==> config.mk <==
export PLATFORM = sky130hd
export DESIGN_NAME = keypad_integer_calculator
export DESIGN_NICKNAME = d
export VERILOG_FILES = /design/src/rtl/kic_pkg.sv /design/src/rtl/keypad_integer_calculator.sv
export SDC_FILE = /design/constraint.sdc
export NUM_CORES = 2
export LEC_CHECK = 0
export BUFFER_PORTS_ARGS = -buffer_cell sky130_fd_sc_hd__buf_2
export CELL_PAD_IN_SITES_DETAIL_PLACEMENT = 1
export CELL_PAD_IN_SITES_GLOBAL_PLACEMENT = 1
export CORE_UTILIZATION = 49
export CTS_CLUSTER_DIAMETER = 30
export DETAILED_ROUTE_END_ITERATION = 8
export GPL_ROUTABILITY_DRIVEN = 0
export GPL_TIMING_DRIVEN = 0
export PLACE_DENSITY_LB_ADDON = 0.1
export SYNTH_ARGS = -nofsm -noshare
export SYNTH_HDL_FRONTEND = slang
export SYNTH_SLANG_ARGS = --single-unit
==> constraint.sdc <==
create_clock -name clk -period 16 [get_ports clk]
set_input_delay 0.8 -clock clk [delete_from_list [all_inputs] [get_ports clk]]
set_output_delay 0.8 -clock clk [all_outputs]
set_load 0.03 [all_outputs]
==> src/rtl/kic_pkg.sv <==
package kic_pkg;

  // Characters held before digit and operator keys are refused.
  localparam int MAX_CHARS = 62;

  // Width of the arithmetic word and the number of shift-and-add or
  // shift-and-subtract steps it takes.
  localparam int WORD_BITS = 64;

  // Powers of ten from ten up to ten to the nineteenth, compared in turn.
  localparam int POW_COUNT = 19;

  typedef enum logic [2:0] {
    ACT_DIGIT = 3'd0,
    ACT_ADD   = 3'd1,
    ACT_SUB   = 3'd2,
    ACT_MUL   = 3'd3,
    ACT_DIV   = 3'd4,
    ACT_EQ    = 3'd5,
    ACT_CLEAR = 3'd6
  } action_t;

  typedef enum logic [1:0] {
    OP_ADD = 2'd0,
    OP_SUB = 2'd1,
    OP_MUL = 2'd2,
    OP_DIV = 2'd3
  } op_t;

  typedef enum logic [2:0] {
    ST_IDLE,
    ST_MUL,
    ST_DIV,
    ST_DVFIX,
    ST_FIN,
    ST_LEN,
    ST_EMIT
  } state_t;

  // Two's complement magnitude; the minimum value maps to itself.
  function automatic logic [WORD_BITS-1:0] mag(input logic [WORD_BITS-1:0] v);
    mag = v[WORD_BITS-1] ? (~v + 1'b1) : v;
  endfunction

  // Ten to the power (i + 1).
  function automatic logic [63:0] pow10(input logic [4:0] i);
    unique case (i)
      5'd0:    pow10 = 64'd10;
      5'd1:    pow10 = 64'd100;
      5'd2:    pow10 = 64'd1000;
      5'd3:    pow10 = 64'd10000;
      5'd4:    pow10 = 64'd100000;
      5'd5:    pow10 = 64'd1000000;
      5'd6:    pow10 = 64'd10000000;
      5'd7:    pow10 = 64'd100000000;
      5'd8:    pow10 = 64'd1000000000;
      5'd9:    pow10 = 64'd10000000000;
      5'd10:   pow10 = 64'd100000000000;
      5'd11:   pow10 = 64'd1000000000000;
      5'd12:   pow10 = 64'd10000000000000;
      5'd13:   pow10 = 64'd100000000000000;
      5'd14:   pow10 = 64'd1000000000000000;
      5'd15:   pow10 = 64'd10000000000000000;
      5'd16:   pow10 = 64'd100000000000000000;
      5'd17:   pow10 = 64'd1000000000000000000;
      5'd18:   pow10 = 64'd10000000000000000000;
      default: pow10 = 64'hFFFF_FFFF_FFFF_FFFF;
    endcase
  endfunction

endpackage

==> src/rtl/keypad_integer_calculator.sv <==
// Digit, add and subtract keys are done in the idle state; a multiply and a
// divide by a nonzero operand step one bit of the shared shift register per
// cycle, the divide then fixing its sign in ST_DVFIX. Equals adds a decimal
// length scan over 19 powers of ten, one compare per cycle, after the pending
// operation. One key is in work at a time; the output register lets the
// next key enter while a result waits. Reset (rst, synchronous,
// active high) clears the calculator state to zero with add pending.
module keypad_integer_calculator (
  input  logic        clk,
  input  logic        rst,
  input  logic        s_axis_tvalid,
  output logic        s_axis_tready,
  input  logic [7:0]  s_axis_tdata,   // [3:0] digit, [7:4] zero
  input  logic [2:0]  s_axis_tuser,   // [2:0] action
  output logic        m_axis_tvalid,
  input  logic        m_axis_tready,
  output logic [71:0] m_axis_tdata    // [63:0] result, [68:64] shown_length, [71:69] zero
);

  localparam int W = kic_pkg::WORD_BITS;

  // Architectural calculator state.
  logic [W-1:0]     acc;
  logic [W-1:0]     opnd;
  kic_pkg::op_t     pend;
  logic [5:0]       chars;

  // Shared serial datapath. For a multiply, wa is the shifted multiplicand,
  // wb the multiplier shifting out and wc the partial product. For a divide,
  // wa is the divisor magnitude, wb the dividend shifting out while quotient
  // bits shift in, and wc the partial remainder. For the length scan, wa
  // holds the magnitude of the result.
  logic [W-1:0]     wa;
  logic [W-1:0]     wb;
  logic [W-1:0]     wc;
  logic [5:0]       cnt;
  logic             neg;
  logic             is_eq;
  logic [4:0]       lenr;

  logic [W-1:0]     out_res;
  logic [4:0]       out_len;
  logic             out_valid;

  kic_pkg::state_t  state;
  kic_pkg::state_t  state_next;

  kic_pkg::action_t act;
  kic_pkg::op_t     new_op;
  logic [3:0]       digit;
  logic             beat_in;
  logic             full;
  logic             go_apply;
  logic             out_free;
  kic_pkg::state_t  post_apply;

  logic [W-1:0]     opnd_x10;
  logic [W-1:0]     mul_sum;
  logic [W:0]       trial;
  logic             div_ge;
  logic [W:0]       div_diff;
  logic             len_ge;

  assign act      = kic_pkg::action_t'(s_axis_tuser);
  assign digit    = s_axis_tdata[3:0];
  assign beat_in  = s_axis_tvalid && s_axis_tready;
  assign full     = chars >= 6'(kic_pkg::MAX_CHARS);
  assign out_free = !out_valid || m_axis_tready;

  // Operand times ten is two shifted copies added.
  assign opnd_x10 = {opnd[W-4:0], 3'b000} + {opnd[W-2:0], 1'b0};
  assign mul_sum  = wc + (wb[0] ? wa : '0);

  // Restoring division step: bring down the next dividend bit and try the divisor.
  assign trial    = {wc, wb[W-1]};
  assign div_diff = trial - {1'b0, wa};
  assign div_ge   = trial >= {1'b0, wa};

  assign len_ge   = wa >= kic_pkg::pow10(cnt[4:0]);

  assign m_axis_tvalid = out_valid;
  assign m_axis_tdata  = {3'b000, out_len, out_res};

  // Key decode and next state.
  always_comb begin
    s_axis_tready = (state == kic_pkg::ST_IDLE);
    go_apply      = 1'b0;
    new_op        = kic_pkg::OP_ADD;
    post_apply    = is_eq ? kic_pkg::ST_FIN : kic_pkg::ST_IDLE;
    state_next    = state;

    unique case (act)
      kic_pkg::ACT_SUB: new_op = kic_pkg::OP_SUB;
      kic_pkg::ACT_MUL: new_op = kic_pkg::OP_MUL;
      kic_pkg::ACT_DIV: new_op = kic_pkg::OP_DIV;
      default:          new_op = kic_pkg::OP_ADD;
    endcase

    unique case (state)
      kic_pkg::ST_IDLE: begin
        if (beat_in) begin
          unique case (act)
            kic_pkg::ACT_EQ: go_apply = 1'b1;
            kic_pkg::ACT_ADD, kic_pkg::ACT_SUB,
            kic_pkg::ACT_MUL, kic_pkg::ACT_DIV: go_apply = !full;
            default: go_apply = 1'b0;
          endcase
          if (go_apply) begin
            priority if (pend == kic_pkg::OP_MUL) begin
              state_next = kic_pkg::ST_MUL;
            end else if (pend == kic_pkg::OP_DIV && opnd != '0) begin
              state_next = kic_pkg::ST_DIV;
            end else if (act == kic_pkg::ACT_EQ) begin
              state_next = kic_pkg::ST_FIN;
            end else begin
              state_next = kic_pkg::ST_IDLE;
            end
          end
        end
      end
      kic_pkg::ST_MUL: begin
        if (cnt == 6'(W - 1)) state_next = post_apply;
      end
      kic_pkg::ST_DIV: begin
        if (cnt == 6'(W - 1)) state_next = kic_pkg::ST_DVFIX;
      end
      kic_pkg::ST_DVFIX: state_next = post_apply;
      kic_pkg::ST_FIN:   state_next = kic_pkg::ST_LEN;
      kic_pkg::ST_LEN: begin
        if (cnt == 6'(kic_pkg::POW_COUNT - 1)) state_next = kic_pkg::ST_EMIT;
      end
      kic_pkg::ST_EMIT: begin
        if (out_free) state_next = kic_pkg::ST_IDLE;
      end
      default: state_next = kic_pkg::ST_IDLE;
    endcase
  end

  always_ff @(posedge clk) begin
    if (rst) begin
      state <= kic_pkg::ST_IDLE;
    end else begin
      state <= state_next;
    end
  end

  // Calculator state and output register.
  always_ff @(posedge clk) begin
    if (rst) begin
      acc       <= '0;
      opnd      <= '0;
      pend      <= kic_pkg::OP_ADD;
      chars     <= '0;
      out_valid <= 1'b0;
    end else begin
      // In the emit state a new result takes the place of the one leaving.
      if (out_valid && m_axis_tready && state != kic_pkg::ST_EMIT) out_valid <= 1'b0;

      unique case (state)
        kic_pkg::ST_IDLE: begin
          if (beat_in) begin
            if (act == kic_pkg::ACT_CLEAR) begin
              acc   <= '0;
              opnd  <= '0;
              pend  <= kic_pkg::OP_ADD;
              chars <= '0;
            end else if (act == kic_pkg::ACT_DIGIT && digit <= 4'd9 && !full) begin
              opnd  <= opnd_x10 + W'(digit);
              chars <= chars + 6'd1;
            end else if (go_apply) begin
              is_eq <= (act == kic_pkg::ACT_EQ);
              opnd  <= '0;
              cnt   <= '0;
              wc    <= '0;
              if (act != kic_pkg::ACT_EQ) begin
                pend  <= new_op;
                chars <= chars + 6'd1;
              end
              unique case (pend)
                kic_pkg::OP_ADD: acc <= acc + opnd;
                kic_pkg::OP_SUB: acc <= acc - opnd;
                kic_pkg::OP_MUL: begin
                  wa <= acc;
                  wb <= opnd;
                end
                kic_pkg::OP_DIV: begin
                  // A zero divisor leaves the accumulator as it is.
                  wa  <= kic_pkg::mag(opnd);
                  wb  <= kic_pkg::mag(acc);
                  neg <= acc[W-1] ^ opnd[W-1];
                end
                default: acc <= acc;
              endcase
            end
          end
        end
        kic_pkg::ST_MUL: begin
          wc  <= mul_sum;
          wa  <= {wa[W-2:0], 1'b0};
          wb  <= {1'b0, wb[W-1:1]};
          cnt <= cnt + 6'd1;
          if (cnt == 6'(W - 1)) acc <= mul_sum;
        end
        kic_pkg::ST_DIV: begin
          wc  <= div_ge ? div_diff[W-1:0] : trial[W-1:0];
          wb  <= {wb[W-2:0], div_ge};
          cnt <= cnt + 6'd1;
        end
        kic_pkg::ST_DVFIX: begin
          // The minimum divided by minus one comes out as the minimum again.
          acc <= neg ? (~wb + 1'b1) : wb;
        end
        kic_pkg::ST_FIN: begin
          wa   <= kic_pkg::mag(acc);
          neg  <= acc[W-1];
          lenr <= 5'd1 + 5'(acc[W-1]);
          cnt  <= '0;
        end
        kic_pkg::ST_LEN: begin
          if (len_ge) lenr <= lenr + 5'd1;
          cnt <= cnt + 6'd1;
        end
        kic_pkg::ST_EMIT: begin
          if (out_free) begin
            out_valid <= 1'b1;
            out_res   <= acc;
            out_len   <= lenr;
            // Reload as if the shown text had been typed afresh.
            acc       <= '0;
            opnd      <= wa;
            pend      <= neg ? kic_pkg::OP_SUB : kic_pkg::OP_ADD;
            chars     <= {1'b0, lenr};
          end
        end
        default: acc <= acc;
      endcase
    end
  end

`ifndef SYNTHESIS
  a_chars_bound: assert property (@(posedge clk) disable iff (rst)
    chars <= 6'(kic_pkg::MAX_CHARS))
    else $error("character count above limit");

  a_len_range: assert property (@(posedge clk) disable iff (rst)
    out_valid |-> (out_len >= 5'd1 && out_len <= 5'd20))
    else $error("shown length out of range");

  a_len_mag: assert property (@(posedge clk) disable iff (rst)
    (state == kic_pkg::ST_LEN && wa[W-1]) |-> (neg && wa[W-2:0] == '0))
    else $error("magnitude top bit set for a value other than the minimum");

  a_mul_runs: assert property (@(posedge clk) disable iff (rst)
    (state == kic_pkg::ST_MUL && cnt != 6'(W - 1)) |=> state == kic_pkg::ST_MUL)
    else $error("multiply left early");

  a_emit_done: assert property (@(posedge clk) disable iff (rst)
    (state == kic_pkg::ST_EMIT && out_free) |=> (out_valid && acc == '0))
    else $error("equals did not load the output register");
`endif

endmodule

==> flow_summary.html <==
<table>
<tr><th>Metric</th><th>Value</th></tr>
<tr><th colspan="2">Layout</th></tr>
<tr><td>Number of cells in the finished layout apart from fillers</td><td>slightly above 7000</td></tr>
<tr><td>Fraction of final layout cells with drive strength greater than 1</td><td>between 6 and 7%</td></tr>
<tr><td>Count of nets after finishing</td><td>a little over 6000</td></tr>
<tr><td>Area added between synthesis and finish</td><td>15.5%</td></tr>
<tr><td>Share of the core filled with cells in the final layout</td><td>57.1%</td></tr>
<tr><td>Fillers</td><td>roughly 11000</td></tr>
<tr><th colspan="2">Place</th></tr>
<tr><td>Final HPWL DP</td><td>about 160000 um</td></tr>
<tr><td>Number of port buffers</td><td>78</td></tr>
<tr><td>Total instance count after detailed placement</td><td>approximately 6800</td></tr>
<tr><th colspan="2">Setup path</th></tr>
<tr><td>Worst reg-to-reg path cell count</td><td>20</td></tr>
<tr><td>Critical path endpoint category</td><td>flop</td></tr>
<tr><td>Worst Path Arrival</td><td>roughly 9.1 ns</td></tr>
<tr><td>Critical-path cell list</td><td>clkbuf_1 -&gt; nand2b_1 -&gt; clkbuf_1 -&gt; clkbuf_1 -&gt; nand2_1 -&gt; o21ai_0 -&gt; inv_1 -&gt; ha_1 -&gt; nor2b_1 -&gt; o31a_1 -&gt; o311ai_0 -&gt; a21boi_0 -&gt; a2111oi_1 -&gt; o31a_1 -&gt; o21ai_0 -&gt; o21ai_1 -&gt; o221ai_1 -&gt; xnor2_1 -&gt; nand2b_1 -&gt; a31oi_1</td></tr>
<tr><td>Crit-path slowest cell</td><td>a2111oi_1</td></tr>
<tr><td>Nature of the critical path startpoint</td><td>flop</td></tr>
<tr><td>Number of buffer and inverter instances along the worst setup path</td><td>4</td></tr>
<tr><td>Reg2Reg Setup Slack</td><td>7.62 ns</td></tr>
<tr><td>Critical path data required time</td><td>16.66 ns</td></tr>
<tr><td>Largest incremental delay on the critical path</td><td>roughly 1.1 ns</td></tr>
<tr><td>Largest delay share family, worst path</td><td>compound AO/OA/AOI/OAI gates</td></tr>
<tr><td>CP most frequent cell</td><td>clkbuf_1</td></tr>
<tr><td>End of the worst register-to-register path</td><td>acc[53]</td></tr>
<tr><td>Worst setup path category</td><td>flop to flop</td></tr>
<tr><td>Worst-path fanout max</td><td>10</td></tr>
<tr><td>R2R Path Start</td><td>pend[1]</td></tr>
<tr><th colspan="2">Synthesis</th></tr>
<tr><td>EDFF count, synth</td><td>about 270</td></tr>
<tr><td>Syn. warnings</td><td>0</td></tr>
<tr><td>Most frequent cells after synthesis</td><td>nor2_1 (551), a21oi_1 (531), nand2_1 (469)</td></tr>
<tr><td>Cell type with the highest aggregate area in the netlist</td><td>edfxtp_1</td></tr>
<tr><td>Number of distinct library cells after synthesis</td><td>93</td></tr>
<tr><td>Cell with the most instances after synthesis</td><td>nor2_1</td></tr>
<tr><td>FFs w/ async S/R, synth</td><td>0%</td></tr>
<tr><td>Proportion of synthesized chip area in sequential cells</td><td>approximately 28%</td></tr>
<tr><td>Dominant cells by area after synthesis</td><td>edfxtp_1 (19%), ha_1 (11%), dfxtp_1 (8.9%)</td></tr>
<tr><td>Post-synthesis average cell area</td><td>about 8 um2</td></tr>
<tr><td>Number of storage elements in the synthesis netlist</td><td>around 470</td></tr>
<tr><td>Proportion of netlist area held by the largest area contributor</td><td>18.8%</td></tr>
<tr><td>Combined area of all synthesized cells</td><td>roughly 44000 um2</td></tr>
<tr><td>Top flip-flop cell by instance count after synthesis</td><td>edfxtp_1</td></tr>
<tr><td>Number of cells produced by synthesis</td><td>about 5500</td></tr>
<tr><th colspan="2">Timing</th></tr>
<tr><td>Upper clock frequency limit</td><td>0.119 GHz</td></tr>
<tr><td>Worst relative slew slack</td><td>-8.01%</td></tr>
<tr><td>Final-report setup violation count</td><td>0</td></tr>
<tr><td>Hold Violations, Final</td><td>0</td></tr>
<tr><td>Worst slew pin tran</td><td>around 1.6 ns</td></tr>
<tr><td>Hold slack final</td><td>0.451 ns</td></tr>
<tr><td>Clock Skew</td><td>0.0263 ns</td></tr>
<tr><td>Fraction of the cycle the final worst path needs</td><td>between 50% and 60%</td></tr>
<tr><td>Minimum clock period</td><td>~8.4 ns</td></tr>
<tr><td>Unrepaired setup endpoints after global routing</td><td>false</td></tr>
<tr><td>Setup TNS</td><td>0 ns</td></tr>
<tr><td>Final number of max-transition violations</td><td>51</td></tr>
<tr><th colspan="2">Route</th></tr>
<tr><td>Mean routed wirelength per cell</td><td>approximately 30 um</td></tr>
<tr><td>Remaining antenna violation count after routing</td><td>0</td></tr>
<tr><td>Number of detailed-routing iterations run before antenna repair</td><td>8</td></tr>
<tr><td>1st-iter DRT viols</td><td>~6200</td></tr>
<tr><td>Routed vias/inst</td><td>about 7</td></tr>
<tr><td>DRC errors left</td><td>0</td></tr>
<tr><td>Vias</td><td>around 48000</td></tr>
<tr><td>Final WL</td><td>roughly 210000 um</td></tr>
<tr><th colspan="2">Min path</th></tr>
<tr><td>Worst Hold Launch</td><td>acc[63]</td></tr>
<tr><td>Hold Path Depth</td><td>0</td></tr>
<tr><td>Hold worst-path end</td><td>out_res[63]</td></tr>
<tr><td>Classification of the worst-slack hold path</td><td>flop to flop</td></tr>
<tr><th colspan="2">Power</th></tr>
<tr><td>Power density normalized to cell area</td><td>227 nW/um2</td></tr>
<tr><td>Standby leakage power</td><td>0.0208 uW</td></tr>
<tr><td>Worst ir drop on vdd</td><td>roughly 140 uV</td></tr>
<tr><td>Post-layout total power</td><td>11400 uW</td></tr>
<tr><th colspan="2">Clocking</th></tr>
<tr><td>Clock insertion delay at the later pin of the skew report</td><td>0.76 ns</td></tr>
<tr><td>Setup bufs post-CTS</td><td>0</td></tr>
<tr><td># H-tree levels</td><td>4</td></tr>
<tr><td>Total clock sinks</td><td>roughly 470</td></tr>
<tr><td>Clock tree from TritonCTS</td><td>built</td></tr>
<tr><td>Clock-pin slew reported for the worst setup and hold paths after clock tree synthesis</td><td>approximately 0.040 ns</td></tr>
<tr><td>Deepest clock path buffer count</td><td>3</td></tr>
<tr><td>CTS Hold Buffers Added</td><td>0</td></tr>
<tr><td>Num CTS Buffers</td><td>between 100 and 150</td></tr>
<tr><td>Clock Tree Root</td><td>clkbuf_16</td></tr>
<tr><td>Count of cells resized by post-cts repair</td><td>0</td></tr>
<tr><th colspan="2">Global routing</th></tr>
<tr><td>GRT overflow</td><td>0</td></tr>
<tr><td>Overall track demand over capacity in global routing</td><td>45.9%</td></tr>
<tr><td>Largest net degree at the start of global routing</td><td>65</td></tr>
<tr><td>Via count of the first global-routing pass</td><td>47972</td></tr>
<tr><td>Wire length of the first global-routing pass</td><td>~300000 um</td></tr>
<tr><td>Initial antenna violation count</td><td>11</td></tr>
<tr><th colspan="2">Floorplanning</th></tr>
<tr><td>Floorplan Core Area</td><td>88400 um2</td></tr>
<tr><td>Effective utilization at floorplan</td><td>between 40% and 50%</td></tr>
<tr><td>Die Area</td><td>~90000 um2</td></tr>
<tr><td>Die Span X</td><td>301 um</td></tr>
<tr><td># rows</td><td>roughly 110</td></tr>
<tr><td>Die height</td><td>about 300 um</td></tr>
<tr><td>Ports placed on the boundary</td><td>89</td></tr>
<tr><th colspan="2">Flow run</th></tr>
<tr><td>Max-cap violation count</td><td>5</td></tr>
<tr><th colspan="2">Status</th></tr>
<tr><td>Failing checks</td><td>capacitance limit, slew limit</td></tr>
<tr><td>Result of the run</td><td>finished with violations</td></tr>
</table>
[power breakdown]
group / switching (uW) / internal [uW] / total, uW
Combinational: 4240 / 2140 / 6380
Clock: 912 / 1840 / 2750
Sequential: 603 / 1720 / 2320
[routing by layer]
metal,up-vias,GRT usage (%),wire [um]
met2,3102,68.5,89000
met4,10,33.4,17700
met3,892,15.1,26500
met1,23260,55.3,78900
li1,20939,-,-
met5,-,0,68
[logic make-up (layout without fill, tap and decap cells)]
kind of cell,Yosys count,after routing,share of synthesized area [%]
xor+xnor,476,476,9.56
compound gates,1894,1894,27.8
simple gates,1656,1656,17.6
buf+inv,587,939,5.17
mux,29,29,0.673
fa+ha+maj,398,398,11.5
flops,468,468,27.7
other cells,1,11,0.00858
[per-stage QoR]
step	worst slack (ns)	cell area, um2
finish	7.62	50500
global route	7.84	50500
detailed placement	8.23	45800
floorplan	1.87	43700
global placement	-5.03	45600
CTS	8.08	50400
[cell type report]
cell class / count / area, um2 / share of cell area [%]
multi-input cells: 4456 / 29400 / 58.2
flip-flops and latches: 468 / 12100 / 24.0
clock buffers: 170 / 3650 / 7.23
well taps: 1165 / 1460 / 2.89
plain buffers: 370 / 1450 / 2.86
clock inverters: 73 / 940 / 1.86
inverters: 217 / 815 / 1.61
repair buffers: 109 / 657 / 1.30
diodes: 8 / 20.0 / 0.0397
[worst max path at each step]
| stage | slack (ns) | startpoint | endpoint | cells after the start |
|---|---|---|---|---|
| floorplan | 1.87 | s_axis_tuser[2] | wb[0] | 7 |
| global placement | -5.03 | s_axis_tuser[2] | wb[4] | 7 |
| detailed placement | 8.23 | pend[1] | acc[53] | 19 |
| CTS | 8.08 | pend[1] | acc[53] | 19 |
| global route | 7.84 | pend[1] | acc[53] | 20 |
| finish | 7.62 | pend[1] | acc[53] | 20 |
[worst reg2reg max path, cell delays in order, from the launching register on]
cell and delay [ns]:
dfxtp_1 0.33, clkbuf_1 0.36, nand2b_1 0.22, clkbuf_1 0.86
clkbuf_1 1.02, nand2_1 0.19, o21ai_0 0.38, inv_1 0.13
ha_1 0.30, nor2b_1 0.15, o31a_1 0.31, o311ai_0 0.55
a21boi_0 0.37, a2111oi_1 1.06, o31a_1 0.32, o21ai_0 0.22
o21ai_1 0.74, o221ai_1 0.25, xnor2_1 0.19, nand2b_1 0.17
a31oi_1 0.20
[layout by cell type (no fill, tap or decap), drive strengths merged, types with 31 or more instances in the layout]
master,instances
a222oi,37
nor3,148
a311oi,31
ha,393
nand2b,62
o221ai,47
a31oi,46
o22ai,31
nor2b,43
buf,148
a22oi,72
a211oi,76
o21a,38
clkinv,31
o31ai,73
o21bai,46
or3,48
nand2,471
xnor2,225
a21oi,531
a21o,181
and3,31
xor2,251
nand4,87
dfxtp,194
edfxtp,274
a221oi,85
nor2,552
clkbuf,501
inv,232
o21ai,446
nand3,79
No activity file was read; power rests on OpenSTA's default activity.
